**config.mk**
```make
export PLATFORM = sky130hd
export DESIGN_NAME = stable_sorted_priority_queue_top
export DESIGN_NICKNAME = d
export VERILOG_FILES = /design/src/ssq_pkg.sv /design/src/stable_sorted_priority_queue_top.sv /design/src/ssq_cell.sv
export VERILOG_INCLUDE_DIRS = /design/src /design/src/src
export SDC_FILE = /design/constraint.sdc
export NUM_CORES = 1
export LEC_CHECK = 0
export ABC_AREA = 0
export ABC_CLOCK_PERIOD_IN_PS = 3910
export BUFFER_PORTS_ARGS = -buffer_cell sky130_fd_sc_hd__buf_2
export CORE_UTILIZATION = 40
export CTS_BUF_LIST = sky130_fd_sc_hd__clkbuf_4
export DETAILED_ROUTE_END_ITERATION = 7
export GPL_ROUTABILITY_DRIVEN = 0
export SYNTH_ARGS = -nofsm -noshare
export SYNTH_HDL_FRONTEND = slang
export SYNTH_SLANG_ARGS = --single-unit
```
**constraint.sdc**
```tcl
create_clock -name clk -period 3.91 [get_ports clk]
set_clock_uncertainty 0.1 [all_clocks]
set_input_delay 0.391 -clock clk [delete_from_list [all_inputs] [get_ports clk]]
set_output_delay 0.391 -clock clk [all_outputs]
set_load 0.1 [all_outputs]
```
**src/stable_sorted_priority_queue_top_defines.svh**
```systemverilog
// Assertion macros for the stable sorted priority queue.
// Included by the top level; depends on nothing else.
`ifndef STABLE_SORTED_PRIORITY_QUEUE_TOP_DEFINES_SVH
`define STABLE_SORTED_PRIORITY_QUEUE_TOP_DEFINES_SVH

// Same-cycle implication, disabled while reset is high.
`define SSQ_ASSERT_IMP(name, clk, rst, ante, cons, msg) \
  name: assert property (@(posedge clk) disable iff (rst) (ante) |-> (cons)) \
    else $error(msg);

// Next-cycle implication, disabled while reset is high.
`define SSQ_ASSERT_NXT(name, clk, rst, ante, cons, msg) \
  name: assert property (@(posedge clk) disable iff (rst) (ante) |=> (cons)) \
    else $error(msg);

`endif

```
**src/ssq_pkg.sv**
```systemverilog
// Types and codes shared by the stable sorted priority queue.
// Used by ssq_cell and stable_sorted_priority_queue_top; no dependencies.
`default_nettype none

package ssq_pkg;

  localparam logic OP_ENQ = 1'b0;
  localparam logic OP_DEQ = 1'b1;

  localparam logic [1:0] ST_DONE  = 2'd0;
  localparam logic [1:0] ST_EMPTY = 2'd1;
  localparam logic [1:0] ST_FULL  = 2'd2;

  typedef struct packed {
    logic       operation;
    logic [7:0] process_id;
    logic [7:0] priority_req;
  } cmd_t;

  typedef struct packed {
    logic [1:0] status;
    logic       out_valid;
    logic [7:0] out_process_id;
    logic [7:0] out_priority;
    logic [4:0] occupancy;
  } rsp_t;

  typedef struct packed {
    logic [7:0] pid;
    logic [7:0] pri;
  } entry_t;

  // Broadcast from the top level to every cell in a cycle.
  typedef struct packed {
    logic   enq;
    logic   deq;
    entry_t ent;
  } ctl_t;

endpackage

`default_nettype wire

```
**src/stable_sorted_priority_queue_top.sv**
```systemverilog
// The done strobe and its result appear in the cycle after an accepted start.
// Throughput: one operation per cycle; busy is tied low, and the cell chain
// updates every slot in parallel for each enqueue or dequeue.
// Reset (rst, synchronous, active high) empties the queue; slot payloads
// are not cleared, only their valid bits.
// The receiver cannot stall: each result shows for exactly one cycle.
// Depends on ssq_pkg, ssq_cell and the assertion macro header.
`default_nettype none
`include "stable_sorted_priority_queue_top_defines.svh"

module stable_sorted_priority_queue_top #(
  parameter int DEPTH = 16
) (
  input  wire logic          clk,
  input  wire logic          rst,
  input  wire logic          start,
  input  wire ssq_pkg::cmd_t cmd,
  output logic               busy,
  output logic               done,
  output ssq_pkg::rsp_t      rsp
);

  localparam int CW = $clog2(DEPTH + 1);

  ssq_pkg::entry_t  ents [DEPTH];
  logic [DEPTH-1:0] valid;
  logic [DEPTH-1:0] shift;
  logic [CW-1:0]    count;
  logic [CW-1:0]    count_next;
  ssq_pkg::ctl_t    ctl;
  ssq_pkg::rsp_t    rsp_next;
  logic             accept;
  logic             full;
  logic             empty;

  assign busy   = 1'b0;
  assign accept = start && !busy;
  assign full   = (count == CW'(DEPTH));
  assign empty  = (count == '0);

  always_comb begin
    ctl.enq     = accept && (cmd.operation == ssq_pkg::OP_ENQ) && !full;
    ctl.deq     = accept && (cmd.operation == ssq_pkg::OP_DEQ) && !empty;
    ctl.ent.pid = cmd.process_id;
    ctl.ent.pri = cmd.priority_req;
  end

  always_comb begin
    count_next              = count;
    rsp_next.status         = ssq_pkg::ST_DONE;
    rsp_next.out_valid      = 1'b0;
    rsp_next.out_process_id = '0;
    rsp_next.out_priority   = '0;
    if (cmd.operation == ssq_pkg::OP_ENQ) begin
      if (full) begin
        rsp_next.status = ssq_pkg::ST_FULL;
      end else begin
        count_next = count + CW'(1);
      end
    end else begin
      if (empty) begin
        rsp_next.status = ssq_pkg::ST_EMPTY;
      end else begin
        count_next              = count - CW'(1);
        rsp_next.out_valid      = 1'b1;
        rsp_next.out_process_id = ents[0].pid;
        rsp_next.out_priority   = ents[0].pri;
      end
    end
    rsp_next.occupancy = 5'(count_next);
  end

  always_ff @(posedge clk) begin
    if (rst) begin
      count <= '0;
      done  <= 1'b0;
    end else begin
      done <= accept;
      if (accept) begin
        count <= count_next;
      end
    end
  end

  always_ff @(posedge clk) begin
    if (accept) begin
      rsp <= rsp_next;
    end
  end

  for (genvar i = 0; i < DEPTH; i++) begin : g_cell
    ssq_pkg::entry_t l_ent;
    logic            l_valid;
    logic            l_shift;
    ssq_pkg::entry_t r_ent;
    logic            r_valid;

    if (i == 0) begin : g_head
      // The head has a virtual left neighbor that always stays in place.
      assign l_ent   = ents[0];
      assign l_valid = 1'b1;
      assign l_shift = 1'b0;
    end else begin : g_body
      assign l_ent   = ents[i-1];
      assign l_valid = valid[i-1];
      assign l_shift = shift[i-1];
    end

    if (i == DEPTH - 1) begin : g_tail
      assign r_ent   = ents[i];
      assign r_valid = 1'b0;
    end else begin : g_inner
      assign r_ent   = ents[i+1];
      assign r_valid = valid[i+1];
    end

    ssq_cell u_cell (
      .clk         (clk),
      .rst         (rst),
      .ctl         (ctl),
      .left_ent    (l_ent),
      .left_valid  (l_valid),
      .left_shift  (l_shift),
      .right_ent   (r_ent),
      .right_valid (r_valid),
      .ent         (ents[i]),
      .valid       (valid[i]),
      .shift       (shift[i])
    );
  end

  `SSQ_ASSERT_IMP(a_count_matches_valid, clk, rst, 1'b1, $countones(valid) == int'(count), "entry count disagrees with valid bits")
  `SSQ_ASSERT_NXT(a_done_follows_start, clk, rst, accept, done, "accepted beat produced no result")
  `SSQ_ASSERT_IMP(a_valid_means_done, clk, rst, done && rsp.out_valid, rsp.status == ssq_pkg::ST_DONE, "returned entry with error status")
  `SSQ_ASSERT_NXT(a_full_drop, clk, rst, accept && (cmd.operation == ssq_pkg::OP_ENQ) && full, (rsp.status == ssq_pkg::ST_FULL) && $stable(valid), "enqueue into full queue not dropped")

endmodule

`default_nettype wire

```
**src/ssq_cell.sv**
```systemverilog
// One slot of the sorted chain: holds an entry and its valid bit.
// Depends on ssq_pkg for the entry and control types.
`default_nettype none

module ssq_cell (
  input  wire logic            clk,
  input  wire logic            rst,
  input  wire ssq_pkg::ctl_t   ctl,
  input  wire ssq_pkg::entry_t left_ent,
  input  wire logic            left_valid,
  input  wire logic            left_shift,
  input  wire ssq_pkg::entry_t right_ent,
  input  wire logic            right_valid,
  output ssq_pkg::entry_t      ent,
  output logic                 valid,
  output logic                 shift
);

  logic left_keep;

  // A held entry of higher priority value than the new one moves one place right.
  assign shift     = valid && (ent.pri > ctl.ent.pri);
  // The new entry lands in the cell whose left neighbor stays put and which is empty or moving right.
  assign left_keep = left_valid && !left_shift;

  always_ff @(posedge clk) begin
    if (rst) begin
      valid <= 1'b0;
    end else if (ctl.deq) begin
      valid <= right_valid;
    end else if (ctl.enq && (left_shift || (left_keep && (!valid || shift)))) begin
      valid <= 1'b1;
    end
  end

  always_ff @(posedge clk) begin
    if (ctl.deq) begin
      ent <= right_ent;
    end else if (ctl.enq) begin
      if (left_shift) begin
        ent <= left_ent;
      end else if (left_keep && (!valid || shift)) begin
        ent <= ctl.ent;
      end
    end
  end

endmodule

`default_nettype wire
```
; Yosys cells after proc, flatten, opt, wreduce, memory -nomap -nowiden
; Cells that the tools add are included.
[totals]
reg_bits = 302
inputBits = 20
output_inout_bits = 26
word_cells = 355
[classes]
n_addsub = 2
order_cmp = 16
n_eq_ne = 1
mux = 98
bitwise_logic = 2
reduce_logical = 181
[ops]
columns = operator, n
row1 = $mux W16, 61
row2 = $gt A8 B8 Y1, 16
row3 = $logic_and A1 B1 Y1, 66
row4 = $reduce_bool A3 Y1, 14
row5 = $reduce_bool A2 Y1, 18
row6 = $logic_not A1 Y1, 33
row7 = $logic_or A1 B1 Y1, 31
row8 = $mux W1, 31
row9 = $reduce_and A2 Y1, 15
row10 = $mux W17, 1
row11 = $mux W5, 3
row12 = $add A5 B1 Y5 const B, 1
row13 = $eq A5 B5 Y1 const B, 1
row14 = $logic_not A5 Y1, 1
row15 = $sub A5 B1 Y5 const B, 1
row16 = $mux W2, 2
row17 = $reduce_or A2 Y1, 2
row18 = $reduce_and A3 Y1, 1
row19 = $not A1 Y1, 2

; Logic depth before layout (Yosys ltp)
; Gate-level depths: netlist (run 1).
[logic_depth]
word_depth = 9
ltp_mapped = 10
ltp_nobuf = 7

; Modules after synthesis
; Synthesis (run 1) repeated with hierarchy kept, for this count alone.
[unflattened]
hier_cells = 1855
hier_area_um2 = 18871.8
[by_module_without_submodules]
columns = module, instances, cells_each, area_each_um2, seq_area_each_um2
row1 = ssq_cell at g_cell[0].u_cell ..., 11, 109, 1096.1, 500.5
row2 = ssq_cell at g_cell[5].u_cell ..., 5, 109, 1083.5, 500.5
row3 = stable_sorted_priority_queue_top, 1, 111, 1397.6, 840.8

; Least setup slack after synthesis (run 1)
; No wires, ideal clock.
[synth_timing]
path_kind = reg-to-reg
start = register count[0]
end = register g_cell[8].u_cell.ent[0] (netlist bit) (enable)
setup_time_ns = 0.399
arrival_ns = 2.683
required_time_ns = 3.411
setup_slack_ns = 0.728
path_stages_with_launch = 11
n_path_buf = 3
synth_period_minus_slack_ns = 3.182
cell_sequence = dfxtp_1 -> inv_1 -> ha_1 -> nor4b_4 -> nor2b_1 -> buf_6 -> and2_4 -> buf_6 -> clkbuf_1 -> a21oi_1 -> a41oi_1
[synth_via]
elab_chain_cells = 5
[synth_rtl]
columns = element, line
row1 = from (decl), stable_sorted_priority_queue_top.sv:28  ; logic [CW-1:0] count;
row2 = from (signal assigned), stable_sorted_priority_queue_top.sv:80  ; count <= count_next;
row3 = $eq A5 B5 Y1 / $logic_not A5 Y1 (equally long branches), "stable_sorted_priority_queue_top.sv:38, stable_sorted_priority_queue_top.sv:39"
row4 = "$logic_not A1 Y1, on equally long branches", "stable_sorted_priority_queue_top.sv:42, stable_sorted_priority_queue_top.sv:43"
row5 = "$logic_and A1 B1 Y1, on equally long branches", "stable_sorted_priority_queue_top.sv:42, stable_sorted_priority_queue_top.sv:43"
row6 = $reduce_bool A2 Y1 (no source line) / $reduce_bool A3 Y1 (equally long branches), n/a
row7 = $reduce_and A2 Y1 (no source line) *, n/a
row8 = to (signal assigned), ssq_cell.sv:38  ; ent <= right_ent;
row9 = to (signal assigned), ssq_cell.sv:41  ; ent <= left_ent;
row10 = to (signal assigned), ssq_cell.sv:43  ; ent <= ctl.ent;
row11 = to (decl), ssq_cell.sv:14  ; output ssq_pkg::entry_t ent,
; Every way passes the cells marked *; elsewhere a longest branch is shown, timed or not.
; A chain may end at the register's enable or synchronous reset.

; Final worst setup path (run 1)
[layout_timing]
start = register count[0]
end = register g_cell[8].u_cell.ent[14] (netlist bit) (enable)
; The elaborated chain is that of the path after synthesis.

==> impl_metrics.tcl, run 1 <==
set metrics [dict create \
    drive_gt1_frac 0.150 \
    p_per_area_mw_per_mm2 460 \
    fin_ws_ns 0.594 \
    area_growth_pct 11.0 \
    worstHoldPathType "in2reg" \
    synth_area_per_cell_um2 10.8 \
    io_pins 46 \
    drt_iter0_drc 1548 \
    fillCellCount 4287 \
    grt_max_degree 91 \
    fin_crit_ns 3.32 \
    rows 78 \
    timing.rr.start "count[0]$_SDFFE_PP0P_" \
    post-route-period-util 0.848 \
    ff_latch_area_mm2 0.00885 \
    clk_latency_ns 0.79 \
    worst_pin_slew_ns 1.18 \
    synth_edf_count 280 \
    timing.critical_path.mode_cell "buf_4" \
    start_kind "flip-flop" \
    routed_wirelength_um 58800 \
    final_cell_mix "302 x a21oi_1, 280 x edfxtp_1, 247 x nand2_1" \
    syn_inst 1698 \
    cts_hold_buf 19 \
    cts_tree "done" \
    layout_commonest_cell "a21oi_1" \
    die_w_um 216 \
    rsz0062_at_grt "false" \
    dpl_worst_slack_ns 0.628 \
    ys_seq_elements 302 \
    timing.fmax_ghz 0.302 \
    max-vdd-ir-drop_mv 0.290 \
    drcViolationCount 0 \
    ant_nets 0 \
    fin_setup_tns_ns 0 \
    path_cells "inv_1 > ha_1 > nor4b_4 > nand3b_1 > buf_12 > buf_4 > a41oi_1 > buf_4" \
    yosys_most_used_dff "edfxtp_1" \
    finalSetupViolations 0 \
    io_buffers 44 \
    cp.required_ns 4.29 \
    slew_viol_final 0 \
    finalInstanceArea_mm2 0.0203 \
    h-tree-depth 3 \
    max_stage_delay_ns 0.65 \
    critPathArrivalTime_ns 3.70 \
    multi_input_area_mm2 0.00854 \
    grt_pass1_vias 14800 \
    die_area_mm2 0.0466 \
    viasPerCell 6.27 \
    via_count 15200 \
    yosys.area.top_type "edfxtp_1" \
    slew_headroom 0.212 \
    clk_pin_slew_worst_paths_ns 0.07 \
    yosysWarnings 0 \
    layout.nets 1915 \
    cts_buffer_depth 3 \
    finalHoldViolCount 0 \
    drt_pass1_iterations 6 \
    path_class "reg2reg" \
    crit_buf_inv 4 \
    post_cts_buffers 0 \
    cp_top_family "buffers and inverters" \
    dieHeight_um 216 \
    outcome "complete, no violations" \
    cellLeakagePower_nw 7.85 \
    track_usage 0.248 \
    endpoint_kind "flip-flop" \
    hp-start "cmd[6]" \
    netlist_area_mm2 0.0183 \
    hpwl_um 39700 \
    yosysSeqAreaShare 0.483 \
    initial_core_util 0.404 \
    synth_top_area_share 0.459 \
    cts_resized 0 \
    cts_root_buf "clkbuf_4" \
    crit_start "count[0]$_SDFFE_PP0P_" \
    slowest_stage "buf_4" \
    grt_pass1_wl_um 88700 \
    gr-total-overflow 0 \
    numCtsBuffers 85 \
    yosys-top-cells-area "edfxtp_1 46%, a221o_1 12%, ha_1 8.9%" \
    grt_antenna_before_repair 2 \
    finish.utilization 0.449 \
    synth-async-reset-ratio 0 \
    core-area_mm2 0.0453 \
    cp_max_fo 73 \
    placed_cell_area_mm2 0.0191 \
    clock_sinks 302 \
    wl_per_cell_um 24.2 \
    cap_violations 0 \
    netlist-cell-type-count 49 \
    syn_nets 1848 \
]
[report_power, final]
group	internal (mW)	switching, mW
Clock	1.56	1.43
Sequential	4.00	0.295
Combinational	0.745	1.32
Total	6.30	3.04
[path summary, 6_finish.rpt]
check / endpoint / slack (ns) / cells after the start
worst max-delay path: g_cell[8].u_cell.ent[14]$_DFFE_PP_ / 0.59 / 8
worst min-delay path: g_cell[15].u_cell.ent[6]$_DFFE_PP_ / 0.36 / 3
worst max register to register: g_cell[8].u_cell.ent[14]$_DFFE_PP_ / 0.59 / 8
worst min register to register: rsp[14]$_SDFFCE_PP0P_ / 0.45 / 1
[layout make-up]
class                      count  area share
sequential                   302       0.435
multi-input combinational   1205       0.420
timing repair buffer         130      0.0474
clock buffer                 122      0.0451
tap                          600      0.0369
inverter                      41     0.00757
clock inverter                24     0.00745
antenna                        1    0.000123
[metal layers]
layer,vias up,GRT usage,share of wire
li1,6896,-,-
met1,7466,0.330,0.42
met2,672,0.395,0.47
met3,163,0.0485,0.071
met4,0,0.104,0.039
met5,-,0,0
[synthesized netlist by cell type, types with 3 or more instances]
| cell | number |
|---|---|
| a21oi_1 | 302 |
| edfxtp_1 | 280 |
| nand2_1 | 247 |
| a221o_1 | 224 |
| ha_1 | 130 |
| clkbuf_1 | 81 |
| and2_1 | 41 |
| inv_1 | 41 |
| buf_2 | 33 |
| and4_1 | 27 |
| buf_6 | 25 |
| dfxtp_1 | 22 |
| a21o_1 | 21 |
| a211oi_1 | 18 |
| mux2_2 | 18 |
| nor2b_1 | 17 |
| nand2b_1 | 16 |
| nand3_1 | 16 |
| nor2_1 | 16 |
| o211ai_1 | 16 |
| o21ai_0 | 16 |
| a41oi_1 | 14 |
| a211o_1 | 13 |
| a221oi_1 | 13 |
| buf_1 | 9 |
| nand4_1 | 5 |
| nor2_2 | 5 |
| nand3b_1 | 4 |
| mux2i_1 | 3 |
| nor3_1 | 3 |
[logic make-up after synthesis]
| family | count (synthesis) | synth area share |
|---|---|---|
| muxes | 21 | 0.0127 |
| and+or+nand+nor | 403 | 0.106 |
| adders and majority gates | 130 | 0.0888 |
| AOI/OAI and AO/OA | 647 | 0.256 |
| xor gates and xnor gates | 3 | 0.00143 |
| DFF | 302 | 0.483 |
| buffers and inverters | 191 | 0.0521 |
| other | 1 | 0.000205 |
[flip-flops by register name (all words and copies together), names as in the netlist]
register and count:
g_cell.u_cell.ent 256, count 5, g_cell.u_cell.valid 16, rsp 24, done 1
[per-stage QoR]
step | instances | total power, mW | hold slack [ns]
global route | 2425 | 9.76 | 0.295
CTS | 2424 | 9.37 | 0.284
global placement | 2259 | 6.32 | 0.426
floorplan | 1698 | 5.74 | 0.391
detailed placement | 2259 | 6.38 | 0.427
finish | 2425 | 9.35 | 0.360
[worst reg2reg max path: cells and delay by family (launching register included)]
| family | cells | cell delay (ns) |
|---|---|---|
| AO/OA/AOI/OAI | 1 | 0.30 |
| adder cells (fa/ha/maj) | 1 | 0.27 |
| flip-flops | 1 | 0.35 |
| buffers and inverters | 4 | 1.46 |
| AND/OR/NAND/NOR | 2 | 0.53 |
(Power assumes the default switching activity.)
==> run 2: changes to the inputs <==
ABC_CLOCK_PERIOD_IN_PS = 3450   (was 3910)
clock period = 3.45 ns   (was 3.91 ns; I/O delays follow)
==> run 2 against run 1 <==
Net effect: sequential cell count is the same; utilization grew 0.077 points; cell area grew 0.17%; count of clock-buffer cells in the layout shrank 12; clock power grew 8.4%; power grew 12%; worst setup slack lost 0.43 ns; combinational power grew 15%; critical path depth shrank 1; worst hold slack lost 0.045 ns; largest power group unchanged.
==> impl_metrics.tcl, run 2 (synthesis results as in run 1) <==
set metrics [dict create \
    max_stage_delay_ns 1.09 \
    grt_max_degree 95 \
    timing.fmax_ghz 0.305 \
    path_class "reg2reg" \
    numCtsBuffers 84 \
    drt_iter0_drc 1728 \
    slew_viol_final 0 \
    crit_cells 7 \
    fin_crit_ns 3.28 \
    largest_register_ffs 256 \
    post-route-period-util 0.952 \
    slowest_stage "and2_1" \
    timing.rr.start "count[0]$_SDFFE_PP0P_" \
    cap_violations 0 \
    hp-start "cmd[0]" \
    crit_end "g_cell[10].u_cell.ent[10]$_DFFE_PP_" \
    r2r.worst_path.cells 7 \
    placed_cell_area_mm2 0.0192 \
    crit_buf_inv 2 \
    max-vdd-ir-drop_mv 0.354 \
    rows 78 \
    cellLeakagePower_nw 7.85 \
    cp.required_ns 3.96 \
    finalInstanceArea_mm2 0.0204 \
    fin_setup_tns_ns 0 \
    drcViolationCount 0 \
    slew_headroom 0.104 \
    reg.largest.list "g_cell.u_cell.ent (256), rsp (24), g_cell.u_cell.valid (16)" \
    clk_latency_ns 0.78 \
    clk_pin_slew_worst_paths_ns 0.07 \
    path_cells "inv_1 > ha_1 > nor4b_4 > nand3b_1 > buf_12 > and2_1 > a221o_1" \
    cts_root_buf "clkbuf_4" \
    h-tree-depth 3 \
    start_kind "flip-flop" \
    dpl_worst_slack_ns 0.280 \
    cp_top_family "simple AND/OR/NAND/NOR gates" \
    io_pins 46 \
    dieHeight_um 216 \
    drive_gt1_frac 0.148 \
    routed_wirelength_um 60300 \
    cts_resized 0 \
    cts_buffer_depth 3 \
    io_buffers 44 \
    rsz0062_at_grt "false" \
    layout_commonest_cell "a21oi_1" \
    worst_pin_slew_ns 1.34 \
    ant_nets 0 \
    p_total_mw 10.5 \
    endpoint_kind "flip-flop" \
    core-area_mm2 0.0453 \
    final_cell_mix "302 x a21oi_1, 280 x edfxtp_1, 247 x nand2_1" \
    area_growth_pct 11.2 \
    finalSetupViolations 0 \
    via_count 15500 \
    worstHoldPathType "in2reg" \
    wl_per_cell_um 24.8 \
    track_usage 0.255 \
    p_per_area_mw_per_mm2 515 \
    cts_tree "done" \
    finalHoldViolCount 0 \
    layout.nets 1923 \
    die_area_mm2 0.0466 \
    initial_core_util 0.404 \
    grt_pass1_wl_um 91000 \
    die_w_um 216 \
    rr_endpoint "g_cell[10].u_cell.ent[10]$_DFFE_PP_" \
    regToRegSetupSlack_ns 0.17 \
    outcome "complete, no violations" \
    drt_pass1_iterations 6 \
    holdWs_ns 0.314 \
    crit_start "count[0]$_SDFFE_PP0P_" \
    grt_antenna_before_repair 1 \
    gr-total-overflow 0 \
    hpwl_um 40700 \
    critPathArrivalTime_ns 3.80 \
    cp_max_fo 64 \
    top_register "g_cell.u_cell.ent" \
    grt_pass1_vias 15300 \
    clock_sinks 302 \
    fin_ws_ns 0.167 \
    fillCellCount 4301 \
    viasPerCell 6.37 \
]
[run 2: cell count changes in the layout (fill, tap and decap cells not counted), sizes merged]
| cell | delta |
|---|---|
| bufinv | -1 |
| buf | +9 |
| clkbuf | -12 |
| clkinv | +11 |
| clkinvlp | +1 |
[run 2: what timing repair did]
item	CTS	global route
hold buffers	19	0
endpoints found under the hold margin	39	0
setup buffers	0	0
[run 2: metrics by stage]
step	util	cells
after global routing	0.450	2433
after detailed placement	0.423	2268
final	0.450	2433
after global placement	0.423	2268
after floorplan	-	1698
after CTS	0.450	2432
[run 2: cell type report]
| class | count | area [um2] | area share |
|---|---|---|---|
| timing repair buffer | 139 | 1070 | 0.0525 |
| multi-input combinational | 1205 | 8540 | 0.419 |
| antenna | 1 | 2.50 | 0.000123 |
| clock buffer | 110 | 826 | 0.0406 |
| sequential | 302 | 8850 | 0.435 |
| tap | 600 | 751 | 0.0369 |
| clock inverter | 35 | 171 | 0.00842 |
| inverter | 41 | 154 | 0.00756 |
[run 2: where the power goes]
part / switching, mW / internal [mW]
Combinational: 1.52 / 0.859
Clock: 1.67 / 1.56
Sequential: 0.341 / 4.53
[run 2: worst reg2reg max path: stages (launching register included)]
cell      delay (ns)
dfxtp_1         0.35
inv_1           0.16
ha_1            0.26
nor4b_4         0.32
nand3b_1        0.20
buf_12          0.29
and2_1          1.16
a221o_1         0.30
[run 2: worst min path at each step]
stage / to / slack, ns / cells after the start
2_1_floorplan: rsp[0]$_DFFE_PP_ / 0.36 / 0
3_3_place_gp: g_cell[14].u_cell.ent[10]$_DFFE_PP_ / 0.43 / 1
3_5_place_dp: g_cell[14].u_cell.valid$_SDFFE_PP0P_ / 0.43 / 2
4_1_cts: g_cell[15].u_cell.ent[0]$_DFFE_PP_ / 0.24 / 2
5_1_grt: g_cell[15].u_cell.ent[0]$_DFFE_PP_ / 0.28 / 2
6_report: g_cell[15].u_cell.ent[0]$_DFFE_PP_ / 0.31 / 2
[run 2: routing by layer]
metal / up-vias / global-route usage / share of wire
li1: 6906 / - / -
met1: 7632 / 0.335 / 0.42
met2: 772 / 0.404 / 0.46
met3: 190 / 0.0562 / 0.078
met4: 0 / 0.112 / 0.042
met5: - / 0 / 0
